File: src/bnid_pkg.sv
// Shared types and constants of the button node ID setter.
package bnid_pkg;

  // ID value that means no ID is stored
  localparam int unsigned NO_ID_CODE = 15;

  localparam int unsigned CFG_IDX_W  = 3;
  localparam int unsigned CFG_DATA_W = 16;

  // Register reset values
  localparam logic [3:0]  NODE_ID_RST    = 4'd15;
  localparam logic [15:0] LONG_PRESS_RST = 16'd300;
  localparam logic [15:0] TIMEOUT_RST    = 16'd300;
  localparam logic [7:0]  BLINK_RST      = 8'd20;
  localparam logic [9:0]  PAUSE_RST      = 10'd100;
  // pause modulo blink half period at reset
  localparam logic [7:0]  PAUSE_REM_RST  = 8'(PAUSE_RST % BLINK_RST);

  localparam logic [3:0]  LINK_RELOAD = 4'd10;
  localparam logic [15:0] CNT_MAX     = 16'hFFFF;
  localparam logic [3:0]  REM_LAST    = 4'd15;

  typedef enum logic [CFG_IDX_W-1:0] {
    REG_NODE_ID       = 3'd0,
    REG_LONG_PRESS    = 3'd1,
    REG_ENTRY_TIMEOUT = 3'd2,
    REG_BLINK         = 3'd3,
    REG_PAUSE         = 3'd4
  } reg_idx_e;

  // Configuration as seen by the datapath (blink already forced nonzero)
  typedef struct packed {
    logic [3:0]  node_id;
    logic [15:0] long_press;
    logic [15:0] entry_timeout;
    logic [7:0]  blink;
    logic [9:0]  pause;
  } cfg_t;

  // Remainder unit results
  typedef struct packed {
    logic       done;
    logic [7:0] pat_rem;
    logic [7:0] pause_rem;
  } rem_res_t;

  // One result item
  typedef struct packed {
    logic       led_id;
    logic       led_tx;
    logic       led_rx;
    logic       entry_active;
    logic       commit_valid;
    logic [3:0] commit_id;
  } result_t;

endpackage

File: src/bnid_cfg.sv
// Configuration register file of the button node ID setter.
module bnid_cfg import bnid_pkg::*; (
  input  logic                  clk_i,
  input  logic                  rst_ni,
  input  logic                  cfg_valid_i,
  output logic                  cfg_ready_o,
  input  logic [CFG_IDX_W-1:0]  cfg_index_i,
  input  logic [CFG_DATA_W-1:0] cfg_data_i,
  input  logic                  rem_busy_i,
  output logic                  rem_start_o,
  output cfg_t                  cfg_o
);

  logic [3:0]  node_id_q;
  logic [15:0] long_press_q;
  logic [15:0] timeout_q;
  logic [7:0]  blink_q;
  logic [9:0]  pause_q;
  logic        start_q;
  logic        wr;

  // no writes while remainders are being recomputed
  assign cfg_ready_o = !rem_busy_i && !start_q;
  assign wr          = cfg_valid_i && cfg_ready_o;
  assign rem_start_o = start_q;

  // register writes
  always_ff @(posedge clk_i or negedge rst_ni) begin
    if (!rst_ni) begin
      node_id_q    <= NODE_ID_RST;
      long_press_q <= LONG_PRESS_RST;
      timeout_q    <= TIMEOUT_RST;
      blink_q      <= BLINK_RST;
      pause_q      <= PAUSE_RST;
      start_q      <= 1'b0;
    end else begin
      start_q <= 1'b0;
      if (wr) begin
        unique case (reg_idx_e'(cfg_index_i))
          REG_NODE_ID:       node_id_q    <= cfg_data_i[3:0];
          REG_LONG_PRESS:    long_press_q <= cfg_data_i;
          REG_ENTRY_TIMEOUT: timeout_q    <= cfg_data_i;
          REG_BLINK: begin
            blink_q <= cfg_data_i[7:0];
            start_q <= 1'b1;
          end
          REG_PAUSE: begin
            pause_q <= cfg_data_i[9:0];
            start_q <= 1'b1;
          end
          default: ;
        endcase
      end
    end
  end

  // zero half period behaves as one
  always_comb begin
    cfg_o.node_id       = node_id_q;
    cfg_o.long_press    = long_press_q;
    cfg_o.entry_timeout = timeout_q;
    cfg_o.blink         = (blink_q == 8'd0) ? 8'd1 : blink_q;
    cfg_o.pause         = pause_q;
  end

endmodule

File: src/bnid_rem.sv
// Bit-serial remainder unit: pattern count and pause modulo the blink half period.
module bnid_rem import bnid_pkg::*; (
  input  logic        clk_i,
  input  logic        rst_ni,
  input  logic        start_i,
  input  logic [15:0] pattern_i,
  input  logic [9:0]  pause_i,
  input  logic [7:0]  divisor_i,
  output logic        busy_o,
  output rem_res_t    res_o
);

  logic        busy_q;
  logic        done_q;
  logic [3:0]  cnt_q;
  logic [15:0] pat_sh_q;
  logic [15:0] pse_sh_q;
  logic [7:0]  pat_rem_q;
  logic [7:0]  pse_rem_q;
  logic [7:0]  pat_rem_d;
  logic [7:0]  pse_rem_d;

  // one restoring step: shift in a dividend bit, subtract if it fits
  function automatic logic [7:0] rem_step(input logic [7:0] r, input logic b_in,
                                          input logic [7:0] d);
    logic [8:0] t;
    t = {r, b_in};
    if (t >= {1'b0, d}) t = t - {1'b0, d};
    return t[7:0];
  endfunction

  assign pat_rem_d = rem_step(pat_rem_q, pat_sh_q[15], divisor_i);
  assign pse_rem_d = rem_step(pse_rem_q, pse_sh_q[15], divisor_i);

  // sequencing
  always_ff @(posedge clk_i or negedge rst_ni) begin
    if (!rst_ni) begin
      busy_q <= 1'b0;
      done_q <= 1'b0;
      cnt_q  <= 4'd0;
    end else begin
      done_q <= 1'b0;
      if (start_i) begin
        busy_q <= 1'b1;
        cnt_q  <= REM_LAST;
      end else if (busy_q) begin
        if (cnt_q == 4'd0) begin
          busy_q <= 1'b0;
          done_q <= 1'b1;
        end else begin
          cnt_q <= cnt_q - 4'd1;
        end
      end
    end
  end

  // datapath
  always_ff @(posedge clk_i) begin
    if (start_i) begin
      pat_sh_q  <= pattern_i;
      pse_sh_q  <= {6'd0, pause_i};
      pat_rem_q <= 8'd0;
      pse_rem_q <= 8'd0;
    end else if (busy_q) begin
      pat_sh_q  <= {pat_sh_q[14:0], 1'b0};
      pse_sh_q  <= {pse_sh_q[14:0], 1'b0};
      pat_rem_q <= pat_rem_d;
      pse_rem_q <= pse_rem_d;
    end
  end

  assign busy_o          = busy_q || done_q;
  assign res_o.done      = done_q;
  assign res_o.pat_rem   = pat_rem_q;
  assign res_o.pause_rem = pse_rem_q;

endmodule

File: src/bnid_core.sv
// Per-tick state update: debouncer, long press, ID entry and ID LED pattern.
module bnid_core import bnid_pkg::*; (
  input  logic        clk_i,
  input  logic        rst_ni,
  input  logic        step_i,
  input  logic        button_i,
  input  logic        safety_i,
  input  cfg_t        cfg_i,
  input  rem_res_t    rem_i,
  output logic [15:0] pattern_o,
  output result_t     res_o
);

  logic        db_first_q, db_first_d;
  logic        db_second_q, db_second_d;
  logic [15:0] hold_q, hold_d;
  logic [15:0] pat_q, pat_d;
  logic [7:0]  pmod_q, pmod_d;
  logic [7:0]  rmod_q;
  logic        led_q, led_d;
  logic        entry_q, entry_d;
  logic [15:0] press_q, press_d;
  logic        pflag_q, pflag_d;
  logic [15:0] idle_q, idle_d;
  logic [3:0]  link_cnt_q, link_cnt_d;
  logic [1:0]  link_q, link_d;

  logic        btn;
  logic        btn_edge;
  logic        enter;
  logic        run_led;
  logic        cvalid;
  logic [3:0]  cid;
  logic [5:0]  mult_k;
  logic [13:0] prod;
  logic [15:0] reload;
  logic [10:0] dark_lim;

  // ID pattern length: blink * (2 * id + 3) + pause
  assign mult_k   = {1'b0, cfg_i.node_id, 1'b1} + 6'd2;
  assign prod     = {6'd0, cfg_i.blink} * {8'd0, mult_k};
  assign reload   = {2'd0, prod} + {6'd0, cfg_i.pause};
  assign dark_lim = {1'b0, cfg_i.pause} + {3'd0, cfg_i.blink};

  // two-bit debouncer
  always_comb begin
    db_first_d  = db_first_q;
    db_second_d = db_second_q;
    if (button_i) begin
      if (db_first_q) begin
        db_second_d = 1'b1;
        btn         = 1'b1;
      end else begin
        db_first_d = 1'b1;
        btn        = db_second_q;
      end
    end else begin
      if (!db_first_q) begin
        db_second_d = 1'b0;
        btn         = 1'b0;
      end else begin
        db_first_d = 1'b0;
        btn        = db_second_q;
      end
    end
  end

  // mode logic, then the ID LED pattern where it runs
  always_comb begin
    hold_d     = hold_q;
    pat_d      = pat_q;
    pmod_d     = pmod_q;
    led_d      = led_q;
    entry_d    = entry_q;
    press_d    = press_q;
    pflag_d    = pflag_q;
    idle_d     = idle_q;
    link_cnt_d = link_cnt_q;
    link_d     = link_q;
    btn_edge   = 1'b0;
    enter      = 1'b0;
    run_led    = 1'b0;
    cvalid     = 1'b0;
    cid        = 4'd0;

    if (entry_q) begin
      // count presses, LED follows button
      if (btn && !pflag_q) begin
        if (press_q != CNT_MAX) press_d = press_q + 16'd1;
        led_d    = 1'b1;
        pflag_d  = 1'b1;
        btn_edge = 1'b1;
      end else if (!btn && pflag_q) begin
        led_d    = 1'b0;
        pflag_d  = 1'b0;
        btn_edge = 1'b1;
      end
      // TX/RX alternate every 11 ticks
      if (link_cnt_q == 4'd0) begin
        link_d     = link_q ^ 2'b11;
        link_cnt_d = LINK_RELOAD;
      end else begin
        link_cnt_d = link_cnt_q - 4'd1;
      end
      if (btn_edge) idle_d = 16'd1;
      else if (idle_q != CNT_MAX) idle_d = idle_q + 16'd1;
      // timeout ends entry and may commit
      if (idle_d >= cfg_i.entry_timeout) begin
        entry_d = 1'b0;
        link_d  = 2'b00;
        hold_d  = 16'd0;
        if (press_d != 16'd0 && press_d <= 16'(NO_ID_CODE)) begin
          cvalid = 1'b1;
          cid    = press_d[3:0] - 4'd1;
        end
        run_led = 1'b1;
      end
    end else begin
      // long press detection
      if (safety_i) begin
        if (btn) begin
          if (hold_q != CNT_MAX) hold_d = hold_q + 16'd1;
        end else begin
          enter  = (hold_q >= cfg_i.long_press);
          hold_d = 16'd0;
        end
      end else begin
        hold_d = 16'd0;
      end
      if (enter) begin
        entry_d    = 1'b1;
        press_d    = 16'd0;
        pflag_d    = 1'b0;
        idle_d     = 16'd0;
        link_cnt_d = LINK_RELOAD;
        link_d     = 2'b01;
      end else begin
        run_led = 1'b1;
      end
    end

    // ID LED pattern; pmod tracks pattern count modulo blink
    if (run_led) begin
      if ({4'd0, cfg_i.node_id} == 8'(NO_ID_CODE)) begin
        led_d = 1'b1;
      end else if (hold_d >= cfg_i.long_press) begin
        led_d = 1'b0;
      end else begin
        if (pat_q <= {5'd0, dark_lim}) led_d = 1'b0;
        else if (pmod_q == 8'd0) led_d = !led_d;
        if (pat_q == 16'd0) begin
          pat_d  = reload;
          pmod_d = rmod_q;
        end else begin
          pat_d  = pat_q - 16'd1;
          pmod_d = (pmod_q == 8'd0) ? cfg_i.blink - 8'd1 : pmod_q - 8'd1;
        end
      end
    end
  end

  // state registers
  always_ff @(posedge clk_i or negedge rst_ni) begin
    if (!rst_ni) begin
      db_first_q  <= 1'b0;
      db_second_q <= 1'b0;
      hold_q      <= 16'd0;
      pat_q       <= 16'd0;
      pmod_q      <= 8'd0;
      rmod_q      <= PAUSE_REM_RST;
      led_q       <= 1'b0;
      entry_q     <= 1'b0;
      press_q     <= 16'd0;
      pflag_q     <= 1'b0;
      idle_q      <= 16'd0;
      link_cnt_q  <= LINK_RELOAD;
      link_q      <= 2'b00;
    end else if (rem_i.done) begin
      pmod_q <= rem_i.pat_rem;
      rmod_q <= rem_i.pause_rem;
    end else if (step_i) begin
      db_first_q  <= db_first_d;
      db_second_q <= db_second_d;
      hold_q      <= hold_d;
      pat_q       <= pat_d;
      pmod_q      <= pmod_d;
      led_q       <= led_d;
      entry_q     <= entry_d;
      press_q     <= press_d;
      pflag_q     <= pflag_d;
      idle_q      <= idle_d;
      link_cnt_q  <= link_cnt_d;
      link_q      <= link_d;
    end
  end

  assign pattern_o = pat_q;

  always_comb begin
    res_o.led_id       = led_d;
    res_o.led_tx       = link_d[0];
    res_o.led_rx       = link_d[1];
    res_o.entry_active = entry_d;
    res_o.commit_valid = cvalid;
    res_o.commit_id    = cid;
  end

endmodule

File: src/button_node_id_setter.sv
// Top level of the button node ID setter.
//
// One input transfer per 10 ms tick carries the raw button level and the
// safety enable; each tick yields exactly one result transfer with the ID,
// TX and RX LED levels, the entry mode flag and a commit strobe with the
// new ID. Both channels use valid/ready.
// A tick is captured in the input register at its transfer; its result is
// loaded into the output register once that is free and no recompute runs.
// Throughput is one tick per cycle unless a stall or recompute holds it;
// a new tick is accepted while the previous result waits, since the two
// registers move apart.
// When the receiver stalls, the output register holds its result and the
// input register fills, then in_ready_o drops until the output is taken.
// A write to the blink or pause register starts a bit-serial remainder
// recompute of the pattern phase, with cfg_ready_o and in_ready_o low.
// Reset (rst_ni low, asynchronous) restores the register defaults, clears
// all tick state and empties both pipeline registers.
module button_node_id_setter import bnid_pkg::*; (
  input  logic                  clk_i,
  input  logic                  rst_ni,
  input  logic                  in_valid_i,
  output logic                  in_ready_o,
  input  logic                  button_pressed_i,
  input  logic                  safety_on_i,
  output logic                  out_valid_o,
  input  logic                  out_ready_i,
  output logic                  led_id_o,
  output logic                  led_tx_o,
  output logic                  led_rx_o,
  output logic                  entry_active_o,
  output logic                  commit_valid_o,
  output logic [3:0]            commit_id_o,
  input  logic                  cfg_valid_i,
  output logic                  cfg_ready_o,
  input  logic [CFG_IDX_W-1:0]  cfg_index_i,
  input  logic [CFG_DATA_W-1:0] cfg_data_i
);

  cfg_t        cfg;
  rem_res_t    rem_res;
  result_t     step_res;
  result_t     out_q;
  logic        rem_start;
  logic        rem_busy;
  logic        hold;
  logic        adv;
  logic [15:0] pattern;
  logic        s1_valid_q;
  logic        s1_btn_q;
  logic        s1_safety_q;
  logic        out_valid_q;

  bnid_cfg u_cfg (
    .clk_i       (clk_i),
    .rst_ni      (rst_ni),
    .cfg_valid_i (cfg_valid_i),
    .cfg_ready_o (cfg_ready_o),
    .cfg_index_i (cfg_index_i),
    .cfg_data_i  (cfg_data_i),
    .rem_busy_i  (rem_busy),
    .rem_start_o (rem_start),
    .cfg_o       (cfg)
  );

  bnid_rem u_rem (
    .clk_i     (clk_i),
    .rst_ni    (rst_ni),
    .start_i   (rem_start),
    .pattern_i (pattern),
    .pause_i   (cfg.pause),
    .divisor_i (cfg.blink),
    .busy_o    (rem_busy),
    .res_o     (rem_res)
  );

  bnid_core u_core (
    .clk_i     (clk_i),
    .rst_ni    (rst_ni),
    .step_i    (adv),
    .button_i  (s1_btn_q),
    .safety_i  (s1_safety_q),
    .cfg_i     (cfg),
    .rem_i     (rem_res),
    .pattern_o (pattern),
    .res_o     (step_res)
  );

  // handshake: tick moves to the output when the output slot is free and no recompute is pending
  assign hold       = rem_start || rem_busy;
  assign adv        = s1_valid_q && (!out_valid_q || out_ready_i) && !hold;
  assign in_ready_o = !hold && (!s1_valid_q || adv);

  always_ff @(posedge clk_i or negedge rst_ni) begin
    if (!rst_ni) begin
      s1_valid_q  <= 1'b0;
      out_valid_q <= 1'b0;
    end else begin
      if (in_ready_o) s1_valid_q <= in_valid_i;
      if (adv) out_valid_q <= 1'b1;
      else if (out_ready_i) out_valid_q <= 1'b0;
    end
  end

  // payload registers
  always_ff @(posedge clk_i) begin
    if (in_valid_i && in_ready_o) begin
      s1_btn_q    <= button_pressed_i;
      s1_safety_q <= safety_on_i;
    end
    if (adv) out_q <= step_res;
  end

  assign out_valid_o    = out_valid_q;
  assign led_id_o       = out_q.led_id;
  assign led_tx_o       = out_q.led_tx;
  assign led_rx_o       = out_q.led_rx;
  assign entry_active_o = out_q.entry_active;
  assign commit_valid_o = out_q.commit_valid;
  assign commit_id_o    = out_q.commit_id;

endmodule

File: config.mk
export PLATFORM = sky130hd
export DESIGN_NAME = button_node_id_setter
export DESIGN_NICKNAME = d
export VERILOG_FILES = /design/src/bnid_pkg.sv /design/src/bnid_cfg.sv /design/src/bnid_rem.sv /design/src/bnid_core.sv /design/src/button_node_id_setter.sv
export SDC_FILE = /design/constraint.sdc
export NUM_CORES = 1
export LEC_CHECK = 0
export ABC_AREA = 1
export ABC_CLOCK_PERIOD_IN_PS = 6700
export BUFFER_PORTS_ARGS = -buffer_cell sky130_fd_sc_hd__buf_2
export CORE_MARGIN = 4
export CORE_UTILIZATION = 55
export CTS_CLUSTER_DIAMETER = 200
export DETAILED_ROUTE_END_ITERATION = 10
export PLACE_DENSITY = 0.81
export SLEW_MARGIN = 20
export SYNTH_ARGS = -nofsm -noshare
export SYNTH_HDL_FRONTEND = slang
export SYNTH_SLANG_ARGS = --single-unit
export TNS_END_PERCENT = 100
File: constraint.sdc
create_clock -name clk_i -period 6.7 [get_ports clk_i]
set_clock_uncertainty 0.05 [all_clocks]
set_input_delay 1.34 -clock clk_i [delete_from_list [all_inputs] [get_ports clk_i]]
set_output_delay 1.34 -clock clk_i [all_outputs]
set_load 0.05 [all_outputs]
* Word level (Yosys, flattened, before mapping)
Index checks and enable logic that the tools add are counted.
Storage, ports and cells: input port bits 26, flip-flop bits (word level) 213, output and inout bits 12
Operators by class: order comparisons 7, $mul 1, equality and inequality tests 12, multiplexer cells 78, bitwise logic cells 4, add/subtract/negate cells 14, reductions and logical operators 47
Operator list (count):
- $mux 16 | 17
- $mux 8 | 10
- $add 16x1->16 const B | 3
- $ge 16x16->1 | 3
- $ne 16x16->1 const B | 3
- $mux 1 | 39
- $mux 4 | 6
- $mux 10 | 2
- $ge 9x8->1 | 2
- $le 16x11->1 | 1
- $le 16x4->1 const B | 1
- $logic_not 16->1 | 1
- $logic_not 8->1 | 2
- $reduce_and 2->1 | 8
- $reduce_bool 16->1 | 1
- $sub 16x1->16 const B | 1
- $sub 8x1->8 const B | 2
- $sub 8x8->8 | 2
- $add 14x10->15 | 1
- $mul 8x6->14 | 1
- $sub 4x1->4 const B | 3
- $add 10x8->11 | 1
- $reduce_bool 2->1 | 5
- $logic_and 1x1->1 | 9
- other kinds (18) | 39

* Longest topological paths before layout
word-level depth 18, gate-level depth with buffers 36, depth with buffers taken out 34

* Hierarchy
From an unflattened synthesis, not the netlist that was laid out.
Second synthesis, totals: cells, all modules 2202, area, all modules 16128.0 sq um
Modules (own cells, without submodules):
- bnid_core | instances 1, seq. area each 2279.7 sq um, cells an instance 1486, area each 10088.4 sq um
- bnid_rem | instances 1, seq. area each 1371.3 sq um, cells an instance 423, area each 3218.1 sq um
- bnid_cfg | instances 1, seq. area each 1397.6 sq um, cells an instance 266, area each 2372.3 sq um
- button_node_id_setter | instances 1, seq. area each 380.4 sq um, cells an instance 27, area each 449.2 sq um

* Worst setup path after synthesis
OpenSTA, ideal clock, no wires.
kind register to register, start register u_cfg.node_id_q[1], end register u_core.pat_q[10] (netlist: u_core.pattern_o[10]), setup time 129 ps, path slack 1935 ps, stages on the path, launching flop included 18, data arrival time 4586 ps, path through dfstp_2 > ha_1 > nand2_1 > nor2_1 > nand2_1 > fa_1 > fa_1 > fa_1 > inv_1 > fa_1 > ha_1 > a21oi_1 > o21ai_0 > a21oi_1 > o21ai_0 > xor2_1 > a21oi_1 > o21ai_0
Between the ends: cells in the longest elaborated chain, start to end 4, elaborated cells on any way between the ends 7
Ends and longest elaborated chain:
- start, declared | RTL line bnid_cfg.sv:14 | logic [3:0] node_id_q;
- start signal, assigned | RTL line bnid_cfg.sv:40 | REG_NODE_ID: node_id_q <= cfg_data_i[3:0];
- $add 5x2->6 | RTL line bnid_core.sv:40 | assign mult_k = {1'b0, cfg_i.node_id, 1'b1} + 6'd2;
- $mul 8x6->14 | RTL line bnid_core.sv:41 | assign prod = {6'd0, cfg_i.blink} * {8'd0, mult_k};
- $add 14x10->15 | RTL line bnid_core.sv:42 | assign reload = {2'd0, prod} + {6'd0, cfg_i.pause};
- $mux 16 | RTL line bnid_core.sv:151 | if (pat_q == 16'd0) begin
- end signal, assigned | RTL line bnid_core.sv:185 | pat_q <= pat_d;
- end, declared | RTL line bnid_core.sv:17 | logic [15:0] pat_q, pat_d;
Several ways; a longest one is shown, not always the timed one. A chain may end at the register's enable or synchronous reset.

* Worst setup path after layout
start register u_core.db_second_q, end register u_core.pat_q[7] (netlist: u_core.pattern_o[7])
Between the ends: cells in the longest elaborated chain, start to end 15, elaborated cells on any way between the ends 25
Ends and longest elaborated chain:
- start, declared | RTL line bnid_core.sv:15 | logic db_second_q, db_second_d;
- start signal, assigned | RTL line bnid_core.sv:183 | db_second_q <= db_second_d;
- $mux 1, on equally long branches | RTL line bnid_core.sv:58, bnid_core.sv:50
- $mux 1 * | RTL line bnid_core.sv:49 | if (button_i) begin
- via u_core.btn | RTL line bnid_core.sv:28 | logic btn;
- $logic_not 1->1 | RTL line bnid_core.sv:93 | end else if (!btn && pflag_q) begin
- $logic_and 1x1->1 | RTL line bnid_core.sv:93
- $mux 1 | RTL line bnid_core.sv:93
- $mux 1 | RTL line bnid_core.sv:88 | if (btn && !pflag_q) begin
- $mux 1 | RTL line bnid_core.sv:86 | if (entry_q) begin
- $mux 16 | RTL line bnid_core.sv:105 | if (btn_edge) idle_d = 16'd1;
- $mux 16 | RTL line bnid_core.sv:86
- $ge 16x16->1 | RTL line bnid_core.sv:108 | if (idle_d >= cfg_i.entry_timeout) begin
- $mux 16 | RTL line bnid_core.sv:108
- $mux 16 * | RTL line bnid_core.sv:86
- via u_core.hold_d[15] | RTL line bnid_core.sv:16 | logic [15:0] hold_q, hold_d;
- $ge 16x16->1 * | RTL line bnid_core.sv:146 | end else if (hold_d >= cfg_i.long_press) begin
- $not 1->1 (no source line) *
- $reduce_and 5->1 (no source line) *
The timed path passes the listed nets; every way through them passes the cells marked *. The select of a mux whose other input is x is not followed.

==> out/qor.csv <==
metric,value,unit
hold_sp,u_rem.pse_sh_q[14]$_SDFFE_PP0P_,
HPWL after detailed placement,28300,µm
"CTS clk-pin slew, worst paths",0.06,ns
grt ovf,0,
source of the critical timing path,u_core.db_second_q$_DFFE_PN0P_,
first-pass GRT wire length,63800,µm
prevailing post-synth register cell,dfrtp_1,
Core ar.,0.0270,mm²
# nets final,2212,
CTS Hold Bufs,0,
H-Tree Depth,1,
"worst slack, placed",0.949,ns
vias in the first global route,13064,
insertion delay to the later sink of the worst-skew pair,0.54,ns
DRT iter0 DRCs,1283,
Critical Path Fanout Max,23,
WL final,38600,µm
Syn Std Cell Area,0.0152,mm²
antenna violation net count after detailed routing,0,
CP required,7.10,ns
Final Slew Violations,0,
# diodes,0,
die area,0.0303,mm²
overall routing resource usage,25.1,%
WL/cell,16.2,µm
post-synth net total,2194,
fin crit share,88.4,%
FP Rows,60,
Worst R2R Start,u_core.db_second_q$_DFFE_PN0P_,
"most common cell after layout, fill and taps aside",nand2_1,
Starting Density,56.2,%
"Hold Vio Cnt, Final",0,
CTS Sinks,213,
clock tree buffer depth,3,
Residual DRC,0,
Fin Setup TNS,0,ns
Mean Syn Cell Area,7.58,µm²
Worst Tran Pin Value,1.05,ns
CTS tree,yes,
setup bufs post-CTS,0,
total of max-cap violations,0,
CTS root buf,clkbuf_16,
worst path buffer plus inverter count,9,
Vias,13563,
largest net degree at the start of global routing,97,
f_max,0.169,GHz
Hold Crit Class,register to register,
final worst slack,0.779,ns
slowest cell delay on critical path,0.55,ns
# IOs,38,
Setup Crit Path Kind,register to register,
"Seq/Total Area, Yosys",35.7,%
share of layout cells above drive strength 1,6.52,%
Synth area leaders,"dfrtp_1, nand2_1, ha_1",
"FF+latch count, synth",213,
die outline height,174,µm
Cell variety after synth,51,
unrepaired setup endpoints after global routing,no,
PostCTS Resize Cnt,0,
Crit path top cell by count,inv_1,
Reg2Reg Setup Slack,0.78,ns
top-area cell type share of the netlist area,22.2,%
"commonest cells after routing, fill and taps aside","nand2_1, inv_1, o21ai_0, dfrtp_1",
Crit. path cell count,32,
Cells after Synth,2004,
Final Setup Violations,0,
WP data arrival,6.32,ns
Critical Path Sink Type,register,
async set or reset register ratio after synthesis,72.3,%
Die Wd,174,µm
antenna violations before repair,0,
DR vias/cell,5.69,
CTS buffer count,25,
Post-synth EDFFs,37,
max_slew headroom,30.0,%
drt pass-1 iters,6,
crit start category,register,
worst flop-to-flop path endpoint,u_core.pattern_o[7]$_DFFE_PN0P_,
"slowest stage cell, crit path",ha_1,
Tmin final,5.92,ns
Port Buffers,37,
Crit path max-delay family,simple AND/OR/NAND/NOR gates,
Layout area overhead,8.89,%
critical path endpoint,u_core.pattern_o[7]$_DFFE_PN0P_,
Yosys warnings,0,
status,"complete, no violations",
"area leader, netlist",dfrtp_1,
R2R depth,32,
Placer Congestion,0.957,
routing by layer:
metal  GRT usage (%)  wire (µm)
met1            33.7      16500
met2            42.7      18300
met3            4.00       2820
met4            6.10        961
met5               0          0
registers in the layout (all words and copies together), names as in the netlist, 2 cells and up:
name                count
u_core.link_q           2
u_cfg.timeout_q        16
u_core.press_q         16
u_cfg.blink_q           8
u_rem.pse_sh_q         16
commit_id_o             4
u_core.pmod_q           8
u_core.rmod_q           8
u_core.idle_q          16
u_cfg.node_id_q         4
u_core.link_cnt_q       4
u_rem.cnt_q             4
u_core.pattern_o       16
u_core.hold_q          16
u_rem.pse_rem_q         8
u_cfg.long_press_q     16
u_rem.pat_rem_q         8
u_cfg.pause_q          10
u_rem.pat_sh_q         16
worst reg2reg max path: cells and delay by family, from the launching register on:
family,cells,cell delay [ns]
AND/OR/NAND/NOR,14,2.12
buffers and inverters,9,1.29
adder cells (fa/ha/maj),3,1.08
AO/OA/AOI/OAI,6,0.93
flip-flops,1,0.38
cell families (layout without fill, tap and decap cells):
logic type	Yosys count	in the layout	synth area share, %
and+or+nand+nor	840	840	23.4
DFF	213	213	35.7
AOI/OAI and AO/OA	379	379	13.3
buffers and inverters	348	385	8.81
muxes	2	2	0.148
xor gates and xnor gates	58	58	3.39
adders and majority gates	164	164	15.2
cell usage after synthesis (all sizes together) (16+ instances only):
| cell | number |
|---|---|
| a21oi | 91 |
| clkbuf | 48 |
| dfrtp | 135 |
| dfstp | 19 |
| dfxtp | 22 |
| edfxtp | 37 |
| fa | 35 |
| ha | 129 |
| inv | 290 |
| nand2 | 499 |
| nand3 | 125 |
| nand4 | 25 |
| nor2 | 134 |
| nor3 | 35 |
| o21ai | 229 |
| o22ai | 16 |
| xnor2 | 16 |
| xor2 | 42 |
stage by stage:
stage / area (µm²) / hold WS, ns / cells / utilization, %
2_1_floorplan: 15200 / 0.372 / 2004 / -
6_report: 16500 / 0.422 / 2382 / 61.2
5_1_grt: 16500 / 0.450 / 2382 / 61.2
3_3_place_gp: 15700 / 0.396 / 2336 / 57.9
4_1_cts: 16500 / 0.424 / 2382 / 61.2
3_5_place_dp: 15700 / 0.416 / 2336 / 57.9
final cells by class:
type / instances / area, µm²
sequential: 213 / 5430
multi-input combinational: 1443 / 8440
fill: 2299 / 10500
clock buffer: 36 / 779
clock inverter: 10 / 92.6
inverter: 292 / 1100
timing repair buffer: 47 / 267
tap: 341 / 427
worst min-delay path by stage:
stage | endpoint | slack, ns | depth (start not counted)
global placement | u_rem.pse_sh_q[10]$_SDFFE_PP0P_ | 0.40 | 2
detailed placement | u_rem.pse_sh_q[15]$_SDFFE_PP0P_ | 0.42 | 2
finish | u_rem.pse_sh_q[15]$_SDFFE_PP0P_ | 0.42 | 2
floorplan | u_rem.pse_sh_q[10]$_SDFFE_PP0P_ | 0.37 | 2
CTS | u_rem.pse_sh_q[15]$_SDFFE_PP0P_ | 0.42 | 2
global route | u_rem.pse_sh_q[14]$_SDFFE_PP0P_ | 0.45 | 2
Power is left out: the tool's default activity adds up to more than one toggle a clock period on the data nets, which glitch-free logic cannot reach.
